--- config.mk ---
export PLATFORM = sky130hd
export DESIGN_NAME = elevator_stop_scheduler
export DESIGN_NICKNAME = d
export VERILOG_FILES = /design/src/design/esc_pkg.sv /design/src/design/elevator_stop_scheduler.sv
export SDC_FILE = /design/constraint.sdc
export NUM_CORES = 1
export LEC_CHECK = 0
export BUFFER_PORTS_ARGS = -buffer_cell sky130_fd_sc_hd__buf_2
export CAP_MARGIN = 20
export CORE_MARGIN = 2
export CORE_UTILIZATION = 54
export CTS_BUF_LIST = sky130_fd_sc_hd__clkbuf_4
export CTS_CLUSTER_SIZE = 20
export DETAILED_ROUTE_END_ITERATION = 12
export HOLD_SLACK_MARGIN = 0.06
export PLACE_DENSITY = 0.79
export SYNTH_ARGS = -nofsm -noshare
export SYNTH_HDL_FRONTEND = slang
export SYNTH_SLANG_ARGS = --single-unit
--- constraint.sdc ---
create_clock -name clk -period 2.39 [get_ports clk]
set_clock_uncertainty 0.05 [all_clocks]
set_input_delay 0.239 -clock clk [delete_from_list [all_inputs] [get_ports clk]]
set_output_delay 0.239 -clock clk [all_outputs]
set_load 0.01 [all_outputs]
--- src/design/esc_pkg.sv ---
// shared constants and codes for the elevator stop scheduler
`timescale 1ns / 1ps
`default_nettype none

package esc_pkg;

	localparam int NUM_FLOORS = 16;
	localparam int FLOOR_W    = 4;
	localparam int LOAD_W     = 13;
	localparam int CMD_W      = 2;
	localparam int STATUS_W   = 2;
	localparam int CFG_IDX_W  = 2;

	localparam logic [LOAD_W-1:0] LOAD_MAX = {LOAD_W{1'b1}};

	// command codes
	localparam logic [CMD_W-1:0] CMD_ADD_STOP    = 2'd0;
	localparam logic [CMD_W-1:0] CMD_ADD_LOAD    = 2'd1;
	localparam logic [CMD_W-1:0] CMD_REMOVE_LOAD = 2'd2;
	localparam logic [CMD_W-1:0] CMD_STEP        = 2'd3;

	// status codes
	localparam logic [STATUS_W-1:0] ST_OK       = 2'd0;
	localparam logic [STATUS_W-1:0] ST_NO_STOPS = 2'd1;
	localparam logic [STATUS_W-1:0] ST_OVERLOAD = 2'd2;
	localparam logic [STATUS_W-1:0] ST_REJECTED = 2'd3;

	// register indexes
	localparam logic [CFG_IDX_W-1:0] REG_MAX_WEIGHT = 2'd0;
	localparam logic [CFG_IDX_W-1:0] REG_MIN_FLOOR  = 2'd1;
	localparam logic [CFG_IDX_W-1:0] REG_MAX_FLOOR  = 2'd2;

	// reset values
	localparam logic [LOAD_W-1:0]  MAX_WEIGHT_RST = 13'd1000;
	localparam logic [FLOOR_W-1:0] MIN_FLOOR_RST  = 4'd1;
	localparam logic [FLOOR_W-1:0] MAX_FLOOR_RST  = 4'd15;
	localparam logic [FLOOR_W-1:0] CUR_FLOOR_RST  = 4'd1;

	typedef logic [NUM_FLOORS-1:0] stop_mask_t;
	typedef logic [FLOOR_W-1:0]    floor_t;

endpackage

`default_nettype wire

--- src/design/elevator_stop_scheduler.sv ---
// SCAN-style elevator controller with a serial floor scanner
`timescale 1ns / 1ps
`default_nettype none

// Commands enter on start while busy is low: cmd, floor and weight are taken at
// that edge. Every command gives exactly one result, shown for one cycle with
// done high on status, now_floor, going_up, pending_stops and cabin_load; the
// receiver takes it in that cycle and cannot hold it off.
// Add stop, add load, remove load, and a step with no stops pending finish
// without a scan: done follows the accepting edge. A step with stops pending
// walks one comparator over all NUM_FLOORS floor bits, one floor per cycle,
// then settles the turn, clear, overload and move in S_FIN, which also
// registers done. busy is high for that whole walk and for S_FIN, so a new
// command is not accepted until done is high.
// A new command may be started in the cycle that done is high.
// The register port (cfg_valid, cfg_ready, cfg_index, cfg_data) is always
// ready; write it only while the block is idle. Index 0 is max_weight, 1 is
// min_floor, 2 is max_floor; other indexes are ignored.
// Reset clears the stop set and the load, puts the cabin on floor 1 going up
// and loads the register defaults 1000, 1 and 15; no result is pending.
module elevator_stop_scheduler (
	input  wire                            clk,
	input  wire                            arst_n,
	input  wire                            start,
	output logic                           busy,
	input  wire  [esc_pkg::CMD_W-1:0]      cmd,
	input  wire  [esc_pkg::FLOOR_W-1:0]    floor,
	input  wire  [esc_pkg::LOAD_W-1:0]     weight,
	input  wire                            cfg_valid,
	output logic                           cfg_ready,
	input  wire  [esc_pkg::CFG_IDX_W-1:0]  cfg_index,
	input  wire  [esc_pkg::LOAD_W-1:0]     cfg_data,
	output logic                           done,
	output logic [esc_pkg::STATUS_W-1:0]   status,
	output logic [esc_pkg::FLOOR_W-1:0]    now_floor,
	output logic                           going_up,
	output logic [esc_pkg::NUM_FLOORS-1:0] pending_stops,
	output logic [esc_pkg::LOAD_W-1:0]     cabin_load
);

	localparam logic [1:0] S_IDLE = 2'd0;
	localparam logic [1:0] S_SCAN = 2'd1;
	localparam logic [1:0] S_FIN  = 2'd2;

	localparam logic [esc_pkg::FLOOR_W-1:0] LAST_IDX =
		esc_pkg::FLOOR_W'(esc_pkg::NUM_FLOORS - 1);

	logic [1:0]                     state_q;
	esc_pkg::stop_mask_t            mask_q;
	esc_pkg::floor_t                cur_q;
	logic                           dir_q;
	logic [esc_pkg::LOAD_W-1:0]     load_q;
	logic [esc_pkg::LOAD_W-1:0]     max_weight_q;
	esc_pkg::floor_t                min_floor_q;
	esc_pkg::floor_t                max_floor_q;
	logic                           done_q;
	logic [esc_pkg::STATUS_W-1:0]   status_q;

	// scanner state
	esc_pkg::floor_t                idx_q;
	logic                           any_above_q;
	logic                           any_below_q;
	esc_pkg::floor_t                near_above_q;
	esc_pkg::floor_t                near_below_q;

	logic                           accept;
	logic                           cfg_wr;
	logic [esc_pkg::LOAD_W:0]       load_sum;
	logic                           floor_ok;
	logic                           bit_here;
	logic                           hit_above;
	logic                           hit_below;
	logic                           cur_bit;
	logic                           dir_turn;
	logic                           dir_fin;
	esc_pkg::stop_mask_t            mask_cleared;

	assign accept    = start && !busy;
	assign cfg_ready = 1'b1;
	assign cfg_wr    = cfg_valid && cfg_ready;
	assign busy      = (state_q != S_IDLE);

	assign load_sum = {1'b0, load_q} + {1'b0, weight};
	assign floor_ok = (floor >= min_floor_q) && (floor <= max_floor_q)
		&& ({1'b0, floor} < (esc_pkg::FLOOR_W + 1)'(esc_pkg::NUM_FLOORS));

	// shared compare unit: one floor bit against the cabin floor per cycle
	assign bit_here  = mask_q[idx_q];
	assign hit_above = bit_here && (idx_q > cur_q);
	assign hit_below = bit_here && (idx_q < cur_q);

	// turn at the extreme stops; the down rule wins for a single stop here
	always_comb begin
		cur_bit      = mask_q[cur_q];
		dir_turn     = dir_q;
		if (cur_bit && !any_below_q)
			dir_turn = 1'b1;
		if (cur_bit && !any_above_q)
			dir_turn = 1'b0;
		mask_cleared = mask_q & ~(esc_pkg::stop_mask_t'(1) << cur_q);
		// nothing ahead: reverse
		if (dir_turn)
			dir_fin = any_above_q;
		else
			dir_fin = !any_below_q;
	end

	always_ff @(posedge clk or negedge arst_n) begin
		if (!arst_n) begin
			state_q      <= S_IDLE;
			mask_q       <= '0;
			cur_q        <= esc_pkg::CUR_FLOOR_RST;
			dir_q        <= 1'b1;
			load_q       <= '0;
			max_weight_q <= esc_pkg::MAX_WEIGHT_RST;
			min_floor_q  <= esc_pkg::MIN_FLOOR_RST;
			max_floor_q  <= esc_pkg::MAX_FLOOR_RST;
			done_q       <= 1'b0;
			status_q     <= esc_pkg::ST_OK;
			idx_q        <= '0;
			any_above_q  <= 1'b0;
			any_below_q  <= 1'b0;
			near_above_q <= '0;
			near_below_q <= '0;
		end else begin
			done_q <= 1'b0;

			if (cfg_wr) begin
				case (cfg_index)
					esc_pkg::REG_MAX_WEIGHT: max_weight_q <= cfg_data;
					esc_pkg::REG_MIN_FLOOR:  min_floor_q  <= cfg_data[esc_pkg::FLOOR_W-1:0];
					esc_pkg::REG_MAX_FLOOR:  max_floor_q  <= cfg_data[esc_pkg::FLOOR_W-1:0];
					default: ;
				endcase
			end

			case (state_q)
				S_IDLE: begin
					if (accept) begin
						status_q <= esc_pkg::ST_OK;
						case (cmd)
							esc_pkg::CMD_ADD_STOP: begin
								done_q <= 1'b1;
								if (floor_ok)
									mask_q <= mask_q | (esc_pkg::stop_mask_t'(1) << floor);
								else
									status_q <= esc_pkg::ST_REJECTED;
							end
							esc_pkg::CMD_ADD_LOAD: begin
								done_q <= 1'b1;
								if (load_sum > {1'b0, esc_pkg::LOAD_MAX})
									load_q <= esc_pkg::LOAD_MAX;
								else
									load_q <= load_sum[esc_pkg::LOAD_W-1:0];
							end
							esc_pkg::CMD_REMOVE_LOAD: begin
								done_q <= 1'b1;
								if (weight > load_q)
									load_q <= '0;
								else
									load_q <= load_q - weight;
							end
							default: begin
								if (mask_q == '0) begin
									done_q   <= 1'b1;
									status_q <= esc_pkg::ST_NO_STOPS;
								end else begin
									state_q     <= S_SCAN;
									idx_q       <= '0;
									any_above_q <= 1'b0;
									any_below_q <= 1'b0;
								end
							end
						endcase
					end
				end
				S_SCAN: begin
					// first stop above, last stop below
					if (hit_above && !any_above_q)
						near_above_q <= idx_q;
					if (hit_above)
						any_above_q <= 1'b1;
					if (hit_below) begin
						any_below_q  <= 1'b1;
						near_below_q <= idx_q;
					end
					idx_q <= idx_q + 1'b1;
					if (idx_q == LAST_IDX)
						state_q <= S_FIN;
				end
				S_FIN: begin
					state_q <= S_IDLE;
					done_q  <= 1'b1;
					mask_q  <= mask_cleared;
					dir_q   <= dir_turn;
					if (!any_above_q && !any_below_q) begin
						status_q <= esc_pkg::ST_NO_STOPS;
					end else if (load_q > max_weight_q) begin
						status_q <= esc_pkg::ST_OVERLOAD;
					end else begin
						status_q <= esc_pkg::ST_OK;
						dir_q    <= dir_fin;
						cur_q    <= dir_fin ? near_above_q : near_below_q;
					end
				end
				default: state_q <= S_IDLE;
			endcase
		end
	end

	assign done          = done_q;
	assign status        = status_q;
	assign now_floor     = cur_q;
	assign going_up      = dir_q;
	assign pending_stops = mask_q;
	assign cabin_load    = load_q;

endmodule

`default_nettype wire

* Word level (Yosys, flattened, before mapping)
Index checks and enable logic that the tools add are counted.
Word-level totals: register bits 74, bits of input ports 38
Operators by class: $add $sub $neg 3, bitwise operators 5, equality and inequality tests 15, shift-type cells 2, reduce and logical (&&, ||, !) cells 34, order comparisons 9, multiplexer cells 44
Operators by type and width (number):
- $mux W16 | 3
- $pmux W16 S2 | 1
- $shl A1 B4 Y16 const A | 2
- $gt A13 B13 Y1 | 2
- $mux W13 | 2
- $pmux W13 S2 | 1
- $and A16 B16 Y16 | 1
- $logic_not A16 Y1 | 1
- $mux W1 | 16
- $mux W2 | 8
- $mux W4 | 4
- $not A16 Y16 | 1
- $or A16 B16 Y16 | 1
- $add A13 B13 Y14 | 1
- $gt A14 B13 Y1 const B | 1
- $ne A2 B2 Y1 const B | 7
- $sub A13 B13 Y13 | 1
- $pmux W2 S2 | 3
- $reduce_and A2 Y1 | 6
- $reduce_and A4 Y1 | 3
- $lt A4 B5 Y1 const B | 2
- $reduce_and A5 Y1 | 2
- $bmux W1 S4 | 2
- $logic_and A1 B1 Y1 | 8
- 18 further kinds | 33

* Depth between registers and ports, before layout
Gate-level depths: netlist of run 1.
depth in word-level cells 8, gate-level depth with buffers 11, depth with buffers taken out 11

* Worst setup path after synthesis of run 1
OpenSTA, ideal clock, no wires.
path type register -> register, start register load_q (netlist bit cabin_load[0]), end register load_q (netlist bit cabin_load[8]), path slack -82 ps, data arrival time 2290 ps, stages on the path, launching flop included 12, data required time 2208 ps, clock period less this slack 2472 ps, path through dfrtp_1 -> inv_1 -> ha_1 -> inv_1 -> fa_1 -> a21oi_1 -> o211ai_1 -> or3_1 -> nand2_1 -> xnor2_1 -> a2111oi_0 -> nor2_1
On the way: cells in the longest elaborated chain, start to end 4, elaborated cells on any way between the ends 7, those cells by class add/sub (2); order compare (2); mux (3)
Ends and longest elaborated chain:
- start: declaration | RTL line elevator_stop_scheduler.sv:52 | logic [esc_pkg::LOAD_W-1:0] load_q;
- start signal: assignment | RTL line elevator_stop_scheduler.sv:152 | load_q <= esc_pkg::LOAD_MAX;
- start signal: assignment | RTL line elevator_stop_scheduler.sv:154 | load_q <= load_sum[esc_pkg::LOAD_W-1:0];
- start signal: assignment | RTL line elevator_stop_scheduler.sv:161 | load_q <= load_q - weight;
- $add A13 B13 Y14 | RTL line elevator_stop_scheduler.sv:83 | assign load_sum = {1'b0, load_q} + {1'b0, weight};
- $gt A14 B13 Y1 | RTL line elevator_stop_scheduler.sv:151 | if (load_sum > {1'b0, esc_pkg::LOAD_MAX})
- $mux W13 | RTL line elevator_stop_scheduler.sv:151
- $pmux W13 S2 (*) | RTL line elevator_stop_scheduler.sv:141 | case (cmd)
Every way passes the cells marked *; elsewhere a longest branch is shown, timed or not. A chain may end at the register's enable or synchronous reset.

* Final worst setup path of run 1
start register load_q (netlist bit cabin_load[1]), end register load_q (netlist bit cabin_load[6])
Same word-level chain as after synthesis.

==> run_results.csv, run 1 <==
group,metric,value,unit
worst_hold_path,hold_depth,4,
worst_hold_path,min_from,"cfg_index[1]",
yosys,synth_edf_count,0,
yosys,synth_nets,672,
final_layout,fill_cells,639,
final_layout,utilization,74.04,%
place,dp_hpwl,10930,um
yosys,ys_top_cells_by_area,"dfrtp_1 29%, ha_1 13%, dfstp_2 6.4%, o21ai_0 5.6%, inv_1 3.9%",
sta,final.setup.tns,-890.6,ps
sta,hold_viol_final,0,
route,drt_iter0_drc,266,
floorplan,die_w,103.4,um
floorplan,io-pin-count,77,
worst_hold_path,min-delay-path-class,"input port to register",
sta,post-route-period-util,104.4,%
final_layout,final_cell_count_no_fill,865,
floorplan,rows,36,
worst_setup_path,slowest_stage,"a41oi_4",
worst_hold_path,holdPathEnd,"max_weight_q[3]$_DFFE_PN1P_",
worst_setup_path,max_stage_delay,440,ps
global_route,grt_pass1_wl,23290,um
route,post_drt_wl_per_cell,18.05,um
final_layout,nNetsFinal,822,
yosys,postSynthCellCount,577,
yosys,async_flop_share,100.0,%
worst_setup_path,path_cells,"buf_4 -> ha_1 -> inv_1 -> a2111oi_2 -> buf_4 -> o21a_1 -> nor2_2 -> a41oi_4 -> buf_6 -> a211oi_2 -> o21ai_1",
final_layout,final_layout_size_suffix_gt1_share,39.21,%
worst_setup_path,crit_path_start_kind,"register",
global_route,use_met2,51.12,%
sta,setup_viol,18,
floorplan,die_h,103.4,um
route,drc,0,
final_layout,finalInstanceArea,7171,um2
sta,min_period,2496,ps
route,vias,5245,
worst_setup_path,reg2reg_slack,-110,ps
place,post-place-ws,-254.1,ps
yosys,synth_top_area_cell,"dfrtp_1",
clock_tree,cts_root_buf,"clkbuf_4",
global_route,grt_start_max_net_pins,48,
floorplan,core_area,9684,um2
worst_setup_path,worstSetupPathType,"register to register",
clock_tree,cts.clk_slew.worst_paths,120,ps
clock_tree,htreeDepth,3,
run_status,status,"finished, violations left",
global_route,grt_util_all_layers,28.02,%
power_and_ir_drop,power,8.413,mW
worst_setup_path,crit_fanout,6,
global_route,gr-total-overflow,0,
yosys,yosysUniqueCellTypes,69,
worst_setup_path,worst_setup_path_end_kind,"register",
route,first_pass_iters,5,
sta,rsz0062_at_grt,"true",
worst_setup_path,reg2reg_from,"cabin_load[1]$_DFFE_PN0P_",
place,gp_congestion,0.9299,
yosys,ys_seq_area_share,34.98,%
clock_tree,numClockSinks,74,
sta,slew_headroom,56.30,%
place,dpl_cell_area,6215,um2
power_and_ir_drop,leakage,3.108,nW
place,port_buffers,75,
worst_setup_path,r2r-end,"cabin_load[6]$_DFFE_PN0P_",
route,via_per_inst,6.064,
power_and_ir_drop,peakVddDrop,0.7546,mV
yosys,synth_top_area_share,28.58,%
sta,fin_ws,-106.1,ps
worst_setup_path,crit_arrival,2800,ps
clock_tree,insertion_delay,450,ps
route,ant_nets,0,
worst_setup_path,cpMostUsedCell,"buf_4",
clock_tree,clockBufferDepth,2,
floorplan,dieArea,10700,um2
route,wl,15610,um
yosys,netlist_area,5340,um2
flow_run,maxCapViolCount,0,
yosys,ys.flop_type,"dfrtp_1",
yosys,synth-seq-cells,74,
global_route,use_met1,33.43,%
clock_tree,numCtsBuffers,9,
sta,maxSlewViolCount,0,
sta,timing.hold.ws,112.3,ps
yosys,synth_most_common_cell,"dfrtp_1",
sta,max_freq,400.6,MHz
global_route,use_met3,4.570,%
sta,tightestPinTransition,655.4,ps
power_and_ir_drop,power.density,1173,nW/um2
run_status,violations,"setup timing",
global_route,grt.busiest_layer,"met2",
global_route,antenna_found_initial,0,
yosys,synthTopCellsByCount,"61 x dfrtp_1, 60 x o21ai_0, 55 x ha_1, 55 x inv_1, 44 x nand2_1",
floorplan,start_util,55.14,%
yosys,avgSynthCellArea,9.255,um2
place,dp_cells,819,
final_layout,area_growth,34.28,%
global_route,grt_pass1_vias,5003,
clock_tree,cts_tree,"done",
worst_setup_path,cp.required,2700,ps
final_layout,n_antenna_cell,0,
worst_setup_path,reg2reg_depth,11,
yosys,yosys_warnings,0,
[worst max-delay path by stage]
stage	from	to	slack, ps	depth (start not counted)
2_1_floorplan	cabin_load[1]$_DFFE_PN0P_	cabin_load[12]$_DFFE_PN0P_	-1	9
3_3_place_gp	cabin_load[0]$_DFFE_PN0P_	cabin_load[8]$_DFFE_PN0P_	-110	11
3_5_place_dp	cabin_load[0]$_DFFE_PN0P_	cabin_load[8]$_DFFE_PN0P_	-250	11
4_1_cts	cabin_load[0]$_DFFE_PN0P_	cabin_load[12]$_DFFE_PN0P_	-130	10
5_1_grt	cabin_load[1]$_DFFE_PN0P_	cabin_load[12]$_DFFE_PN0P_	-190	10
6_report	cabin_load[1]$_DFFE_PN0P_	cabin_load[6]$_DFFE_PN0P_	-110	11
[sequential cells by signal (all words and copies together) (netlist names)]
register and flops:
pending_stops 16, any_below_q 1, state_q 2, done 1, any_above_q 1, cabin_load 13, max_floor_q 4, near_below_q 4
max_weight_q 13, min_floor_q 4, status 2, now_floor 4, going_up 1, near_above_q 4, idx_q 4
[timing repair]
| action | in CTS | in global routing |
|---|---|---|
| hold buffers | 15 | 0 |
| resized for setup | 34 | 79 |
| buffers inserted | 3 | 13 |
| pin swaps | 8 | 27 |
| endpoints found under the setup margin | 37 | 42 |
| endpoints found under the hold margin | 47 | 0 |
[per-layer routing]
metal	vias to the layer above	share of wire, %
li1	2363	-
met1	2571	38
met2	247	52
met3	64	6.1
met4	0	4.1
met5	-	0
[final cells by class]
type | instances | area (um2) | share of cell area, %
Clock inverter | 5 | 81.33 | 1.134
Tap cell | 133 | 166.4 | 2.321
Multi-Input combinational cell | 428 | 3686 | 51.40
Sequential cell | 74 | 1879 | 26.21
Inverter | 55 | 206.4 | 2.879
Timing Repair Buffer | 159 | 1069 | 14.90
Clock buffer | 11 | 82.58 | 1.152
[critical path, delay by kind of cell (launching register included)]
family | cells | cell delay [ps]
buffers and inverters | 4 | 560
flip-flops | 1 | 430
AO/OA/AOI/OAI | 5 | 1170
AND/OR/NAND/NOR | 1 | 60
adder cells (fa/ha/maj) | 1 | 130
[cells in the final DEF, fill, tap and decap left out, types with 7 or more instances in the layout]
cell type and n:
mux2_2 9, nor2_1 38, ha_1 39, nor3_1 7, buf_2 75, dfstp_2 12
inv_1 50, buf_4 63, clkbuf_4 11, o21ai_0 43, a31oi_1 8, nor2b_1 8
mux2i_1 8, o21ai_2 12, a21o_1 8, mux4_2 9, o21a_1 8, nand2b_1 8
o21ai_1 10, ha_4 13, dfrtp_1 55, nand3_1 12, a21oi_1 21, nand2_1 43
xnor2_1 7, dlygate4sd3_1 15
[power by group]
group / internal (mW) / switching (mW) / total [mW]
registers: 1.65 / 0.429 / 2.08
logic: 2.61 / 2.81 / 5.42
clock network: 0.448 / 0.459 / 0.907
[cells by family (layout without fill, tap and decap cells)]
logic type	after synthesis	count (layout)	share of synthesized area, %
flops	74	74	34.98
fa+ha+maj	57	57	13.64
other cells	1	1	0.07022
xor+xnor	14	14	2.296
simple gates	164	164	15.56
compound gates	159	159	18.65
buf+inv	75	230	5.858
mux	33	33	8.950
(Power assumes the default switching activity.)
==> inputs of run 2 (changes only) <==
--- a/config.mk
+++ b/config.mk
@@ -14,6 +14,7 @@
 export DETAILED_ROUTE_END_ITERATION = 12
 export HOLD_SLACK_MARGIN = 0.06
 export PLACE_DENSITY = 0.79
+export RECOVER_POWER = 50
 export SYNTH_ARGS = -nofsm -noshare
 export SYNTH_HDL_FRONTEND = slang
 export SYNTH_SLANG_ARGS = --single-unit
==> run_results.csv, run 2 (same netlist as run 1, synthesis figures left out) <==
group,metric,value,unit
run_status,status,"finished, violations left",
run_status,violations,"capacitance limit, slew limit, setup timing",
route,vias,5285,
place,port_buffers,75,
clock_tree,clockBufferDepth,2,
final_layout,largest_register_ffs,16,
worst_setup_path,path_cells,"buf_4 -> ha_1 -> inv_1 -> a2111oi_2 -> buf_4 -> o21a_1 -> nor2_2 -> a41oi_4 -> buf_6 -> a211oi_2 -> o21ai_1",
final_layout,nNetsFinal,822,
global_route,grt_start_max_net_pins,48,
sta,min_period,2492,ps
sta,slew_headroom,-5.264,%
power_and_ir_drop,leakage,3.085,nW
final_layout,area_growth,33.97,%
clock_tree,insertion_delay,440,ps
clock_tree,htreeDepth,3,
floorplan,die_h,103.4,um
flow_run,maxCapViolCount,1,
worst_setup_path,crit_path_start_kind,"register",
route,drt_iter0_drc,286,
final_layout,layout_commonest_cell,"buf_2",
sta,timing.hold.ws,131.4,ps
sta,post-route-period-util,104.3,%
final_layout,final_layout_size_suffix_gt1_share,37.98,%
floorplan,die_w,103.4,um
global_route,grt_util_all_layers,28.02,%
power_and_ir_drop,peakVddDrop,0.7595,mV
final_layout,final_cell_count_no_fill,865,
final_layout,finalInstanceArea,7154,um2
worst_setup_path,cpMostUsedCell,"buf_4",
sta,fin_ws,-101.6,ps
worst_setup_path,cp.required,2700,ps
sta,max_freq,401.3,MHz
floorplan,start_util,55.14,%
final_layout,n_antenna_cell,0,
clock_tree,numClockSinks,74,
place,gp_congestion,0.9299,
route,post_drt_wl_per_cell,18.11,um
power_and_ir_drop,power,8.410,mW
global_route,grt_pass1_vias,5003,
global_route,use_met1,33.43,%
global_route,gr-total-overflow,0,
worst_setup_path,worst_setup_path_end_kind,"register",
worst_setup_path,max_stage_delay,450,ps
global_route,grt_pass1_wl,23290,um
route,ant_nets,0,
global_route,use_met3,4.570,%
place,dpl_cell_area,6215,um2
final_layout,final_cell_mix,"69 x buf_2, 62 x buf_4, 55 x dfrtp_1",
route,drc,0,
floorplan,dieArea,10700,um2
sta,tightestPinTransition,1579,ps
final_layout,fill_cells,644,
worst_hold_path,min-delay-path-class,"input port to register",
clock_tree,cts_root_buf,"clkbuf_4",
worst_setup_path,slowest_stage,"a41oi_4",
sta,hold_viol_final,0,
sta,setup_viol,21,
place,dp_hpwl,10930,um
global_route,use_met2,51.12,%
global_route,antenna_found_initial,0,
sta,maxSlewViolCount,28,
floorplan,io-pin-count,77,
floorplan,core_area,9684,um2
worst_setup_path,worstSetupPathType,"register to register",
route,via_per_inst,6.110,
clock_tree,cts_tree,"done",
global_route,grt.busiest_layer,"met2",
route,wl,15670,um
clock_tree,cts.clk_slew.worst_paths,140,ps
sta,final.setup.tns,-922.7,ps
worst_setup_path,crit_arrival,2800,ps
power_and_ir_drop,power.density,1176,nW/um2
clock_tree,numCtsBuffers,9,
floorplan,rows,36,
place,dp_cells,819,
sta,rsz0062_at_grt,"true",
worst_setup_path,crit_fanout,6,
route,first_pass_iters,5,
run 2: changes by cell type in the layout (fill, tap and decap cells not counted):
cell,before,now
nor3b_1,1,2
dfstp_2,12,11
dfstp_1,0,1
nor3b_2,1,0
buf_2,75,69
clkbuf_1,0,7
buf_4,63,62
run 2: final timing paths:
| path | startpoint | slack, ps | endpoint | cells past startpoint |
|---|---|---|---|---|
| setup / recovery | cabin_load[1]$_DFFE_PN0P_ | -100 | cabin_load[6]$_DFFE_PN0P_ | 11 |
| hold / removal | start | 130 | any_above_q$_DFFE_PN0P_ | 3 |
| setup reg to reg | cabin_load[1]$_DFFE_PN0P_ | -100 | cabin_load[6]$_DFFE_PN0P_ | 11 |
| hold reg to reg | any_below_q$_DFFE_PN0P_ | 450 | going_up$_DFFE_PN1P_ | 1 |
| max in group asynchronous | arst_n | 590 | cabin_load[1]$_DFFE_PN0P_ | 2 |
| min in group asynchronous | arst_n | 650 | near_above_q[1]$_DFFE_PN0P_ | 2 |
run 2: metal layers:
| layer | wire length (um) | vias up |
|---|---|---|
| li1 | - | 2366 |
| met4 | 641 | 0 |
| met2 | 8065 | 254 |
| met5 | 0 | - |
| met1 | 5985 | 2596 |
| met3 | 974 | 69 |
run 2: area by class of cell:
type	count	area (um2)	share of cell area [%]
sequential	74	1879	26.27
inverter	55	206.4	2.886
multi-input combinational	428	3681	51.45
tap	133	166.4	2.326
clock buffer	11	82.58	1.154
clock inverter	5	81.33	1.137
timing repair buffer	159	1057	14.78
run 2: power by group:
part | internal (mW) | leakage [nW] | switching (mW)
clock | 0.448 | 0.0871 | 0.456
sequential | 1.65 | 0.810 | 0.432
combinational | 2.61 | 2.19 | 2.81
total | 4.71 | 3.08 | 3.70
run 2: timing repair:
item / CTS / global route
hold endpoints to repair: 47 / 0
buffers inserted: 3 / 13
pin swaps: 8 / 27
hold buffers: 15 / 0
gates resized for setup: 34 / 79
endpoints found under the setup margin: 37 / 42
run 2: per-stage QoR:
| step | setup WS, ps | utilization (%) |
|---|---|---|
| after floorplan | -1.291 | - |
| final | -101.6 | 73.88 |
| after global placement | -108.4 | 64.17 |
| after detailed placement | -254.1 | 64.17 |
| after global routing | -194.0 | 73.88 |
| after CTS | -125.6 | 69.41 |
run 2: worst max-delay path: cells and delay by family (launching register included):
kind	cells	cell delay (ps)
flip-flops	1	430
AND/OR/NAND/NOR	1	60
AO/OA/AOI/OAI	5	1170
buffers and inverters	4	560
adder cells (fa/ha/maj)	1	130
==> inputs of run 3 (changes only) <==
==> constraint.sdc (replaced) <==
create_clock -name clk -period 2.39 [get_ports clk]
set_clock_uncertainty 0.05 [all_clocks]
set_input_delay 0.1195 -clock clk [delete_from_list [all_inputs] [get_ports clk]]
set_output_delay 0.1195 -clock clk [all_outputs]
set_load 0.01 [all_outputs]
==> run_results.csv, run 3 (same netlist as run 1, synthesis figures left out) <==
group,metric,value,unit
worst_setup_path,cp.required,2640,ps
worst_setup_path,crit_path_start_kind,"register",
clock_tree,cts_tree,"done",
place,dp_hpwl,10460,um
sta,fin_ws,-75.30,ps
place,port_buffers,75,
floorplan,rows,36,
worst_setup_path,crit_fanout,6,
clock_tree,clockBufferDepth,2,
clock_tree,numCtsBuffers,9,
run_status,violations,"capacitance limit, slew limit, setup timing",
global_route,grt_util_all_layers,27.15,%
route,drt_iter0_drc,392,
route,vias,5200,
clock_tree,cts_root_buf,"clkbuf_4",
final_layout,n_antenna_cell,0,
power_and_ir_drop,leakage,3.112,nW
final_layout,nNetsFinal,835,
global_route,gr-total-overflow,0,
place,gp_congestion,0.9342,
power_and_ir_drop,power.density,1156,nW/um2
floorplan,die_h,103.4,um
clock_tree,insertion_delay,400,ps
power_and_ir_drop,power,8.210,mW
sta,post-route-period-util,103.2,%
run_status,status,"finished, violations left",
worst_hold_path,min-delay-path-class,"input port to register",
sta,tightestPinTransition,1752,ps
power_and_ir_drop,p_switching,3.597,mW
power_and_ir_drop,peakVddDrop,0.6963,mV
global_route,grt_pass1_vias,4915,
flow_run,maxCapViolCount,1,
final_layout,layout_commonest_cell,"buf_2",
clock_tree,htreeDepth,3,
power_and_ir_drop,combPwrFrac,64.1,%
final_layout,largest_register_ffs,16,
power_and_ir_drop,seq_power_share,25.1,%
global_route,grt_pass1_wl,22870,um
floorplan,core_area,9684,um2
sta,timing.hold.ws,162.6,ps
clock_tree,numClockSinks,74,
final_layout,final_cell_mix,"73 x buf_2, 68 x buf_4, 58 x dfrtp_1",
power_and_ir_drop,p_clk_share,10.8,%
floorplan,die_w,103.4,um
global_route,grt_start_max_net_pins,73,
sta,rsz0062_at_grt,"true",
place,dpl_cell_area,6245,um2
route,ant_nets,0,
worst_setup_path,crit_arrival,2710,ps
floorplan,dieArea,10700,um2
floorplan,io-pin-count,77,
route,via_per_inst,5.923,
final_layout,fill_cells,652,
final_layout,finalInstanceArea,7103,um2
place,post-place-ws,-182.8,ps
sta,max_freq,405.6,MHz
sta,hold_viol_final,0,
final_layout,final_layout_size_suffix_gt1_share,35.44,%
sta,setup_viol,18,
worst_setup_path,worst_setup_path_end_kind,"register",
route,first_pass_iters,6,
sta,min_period,2465,ps
sta,slew_headroom,-16.79,%
power_and_ir_drop,internal-power,4.613,mW
route,wl,15520,um
global_route,antenna_found_initial,0,
worst_setup_path,worstSetupPathType,"register to register",
floorplan,start_util,55.14,%
clock_tree,cts.clk_slew.worst_paths,120,ps
route,drc,0,
final_layout,area_growth,33.01,%
sta,maxSlewViolCount,73,
route,post_drt_wl_per_cell,17.68,um
power_and_ir_drop,switching_share,43.81,%
## run 3: cell count changes in the layout (fill, tap and decap cells not counted), moves of 4 or more
cell,change
buf_4,+6
clkbuf_1,-5
ha_4,-5
dlygate4sd3_1,+12
o21ai_1,+4
ha_1,+6
buf_6,-4
o21ai_2,-5
buf_2,+4
## run 3: final cells by class
type / count / area [um2] / area share (%)
Clock buffer: 11 / 82.58 / 1.163
Clock inverter: 5 / 80.08 / 1.127
Inverter: 55 / 206.4 / 2.906
Multi-Input combinational cell: 428 / 3532 / 49.73
Sequential cell: 74 / 1872 / 26.35
Tap cell: 133 / 166.4 / 2.343
Timing Repair Buffer: 172 / 1164 / 16.38
## run 3: worst paths after layout
check / end / from / slack, ps / cells past startpoint
min: max_floor_q[3]$_DFFE_PN1P_ / cfg_index[1] / 160 / 3
max in group asynchronous: cabin_load[3]$_DFFE_PN0P_ / arst_n / 320 / 3
min reg2reg: near_below_q[2]$_DFFE_PN0P_ / near_below_q[2]$_DFFE_PN0P_ / 460 / 1
max reg2reg: cabin_load[8]$_DFFE_PN0P_ / cabin_load[3]$_DFFE_PN0P_ / -80 / 8
min in group asynchronous: cabin_load[1]$_DFFE_PN0P_ / arst_n / 570 / 3
max: cabin_load[8]$_DFFE_PN0P_ / cabin_load[3]$_DFFE_PN0P_ / -80 / 8
## run 3: what timing repair did
| item | 4_1_cts | 5_1_grt |
|---|---|---|
| hold buffers | 27 | 0 |
| endpoints found under the hold margin | 112 | 0 |
| endpoints found under the setup margin | 39 | 43 |
| resized for setup | 45 | 41 |
| setup buffers | 4 | 9 |
| pin swaps | 9 | 17 |
## run 3: metal layers
metal | wire length, um | track usage, % | share of wire, %
met2 | 7926 | 46.55 | 51
met4 | 510 | 10.73 | 3.3
met1 | 6268 | 33.78 | 40
met5 | 0 | 0 | 0
met3 | 814 | 5.175 | 5.2
## run 3: critical path: stages, from the launching register on
cell       delay, ps
dfrtp_2          470
ha_4             320
nor2_1            70
a211o_1          320
o21a_1           230
nor2_2           200
a41oi_4          210
a2111oi_2        400
nor2_1            70
## run 3: power groups by stage
stage / clock network (mW) / logic [mW] / registers, mW
6_report: 0.884 / 5.26 / 2.06
3_3_place_gp: 0 / 4.25 / 2.04
4_1_cts: 0.891 / 4.78 / 2.04
3_5_place_dp: 0 / 4.37 / 2.05
2_1_floorplan: 0 / 2.78 / 2.03
5_1_grt: 0.949 / 5.67 / 2.10
## run 3: per-stage QoR
step	setup TNS (ps)	std cells	utilization, %
6_report	-667.5	878	73.35
5_1_grt	-3180	878	73.35
4_1_cts	-111.3	870	71.19
3_5_place_dp	-2209	823	64.48
3_3_place_gp	-505.3	823	64.48
2_1_floorplan	-1.291	577	-
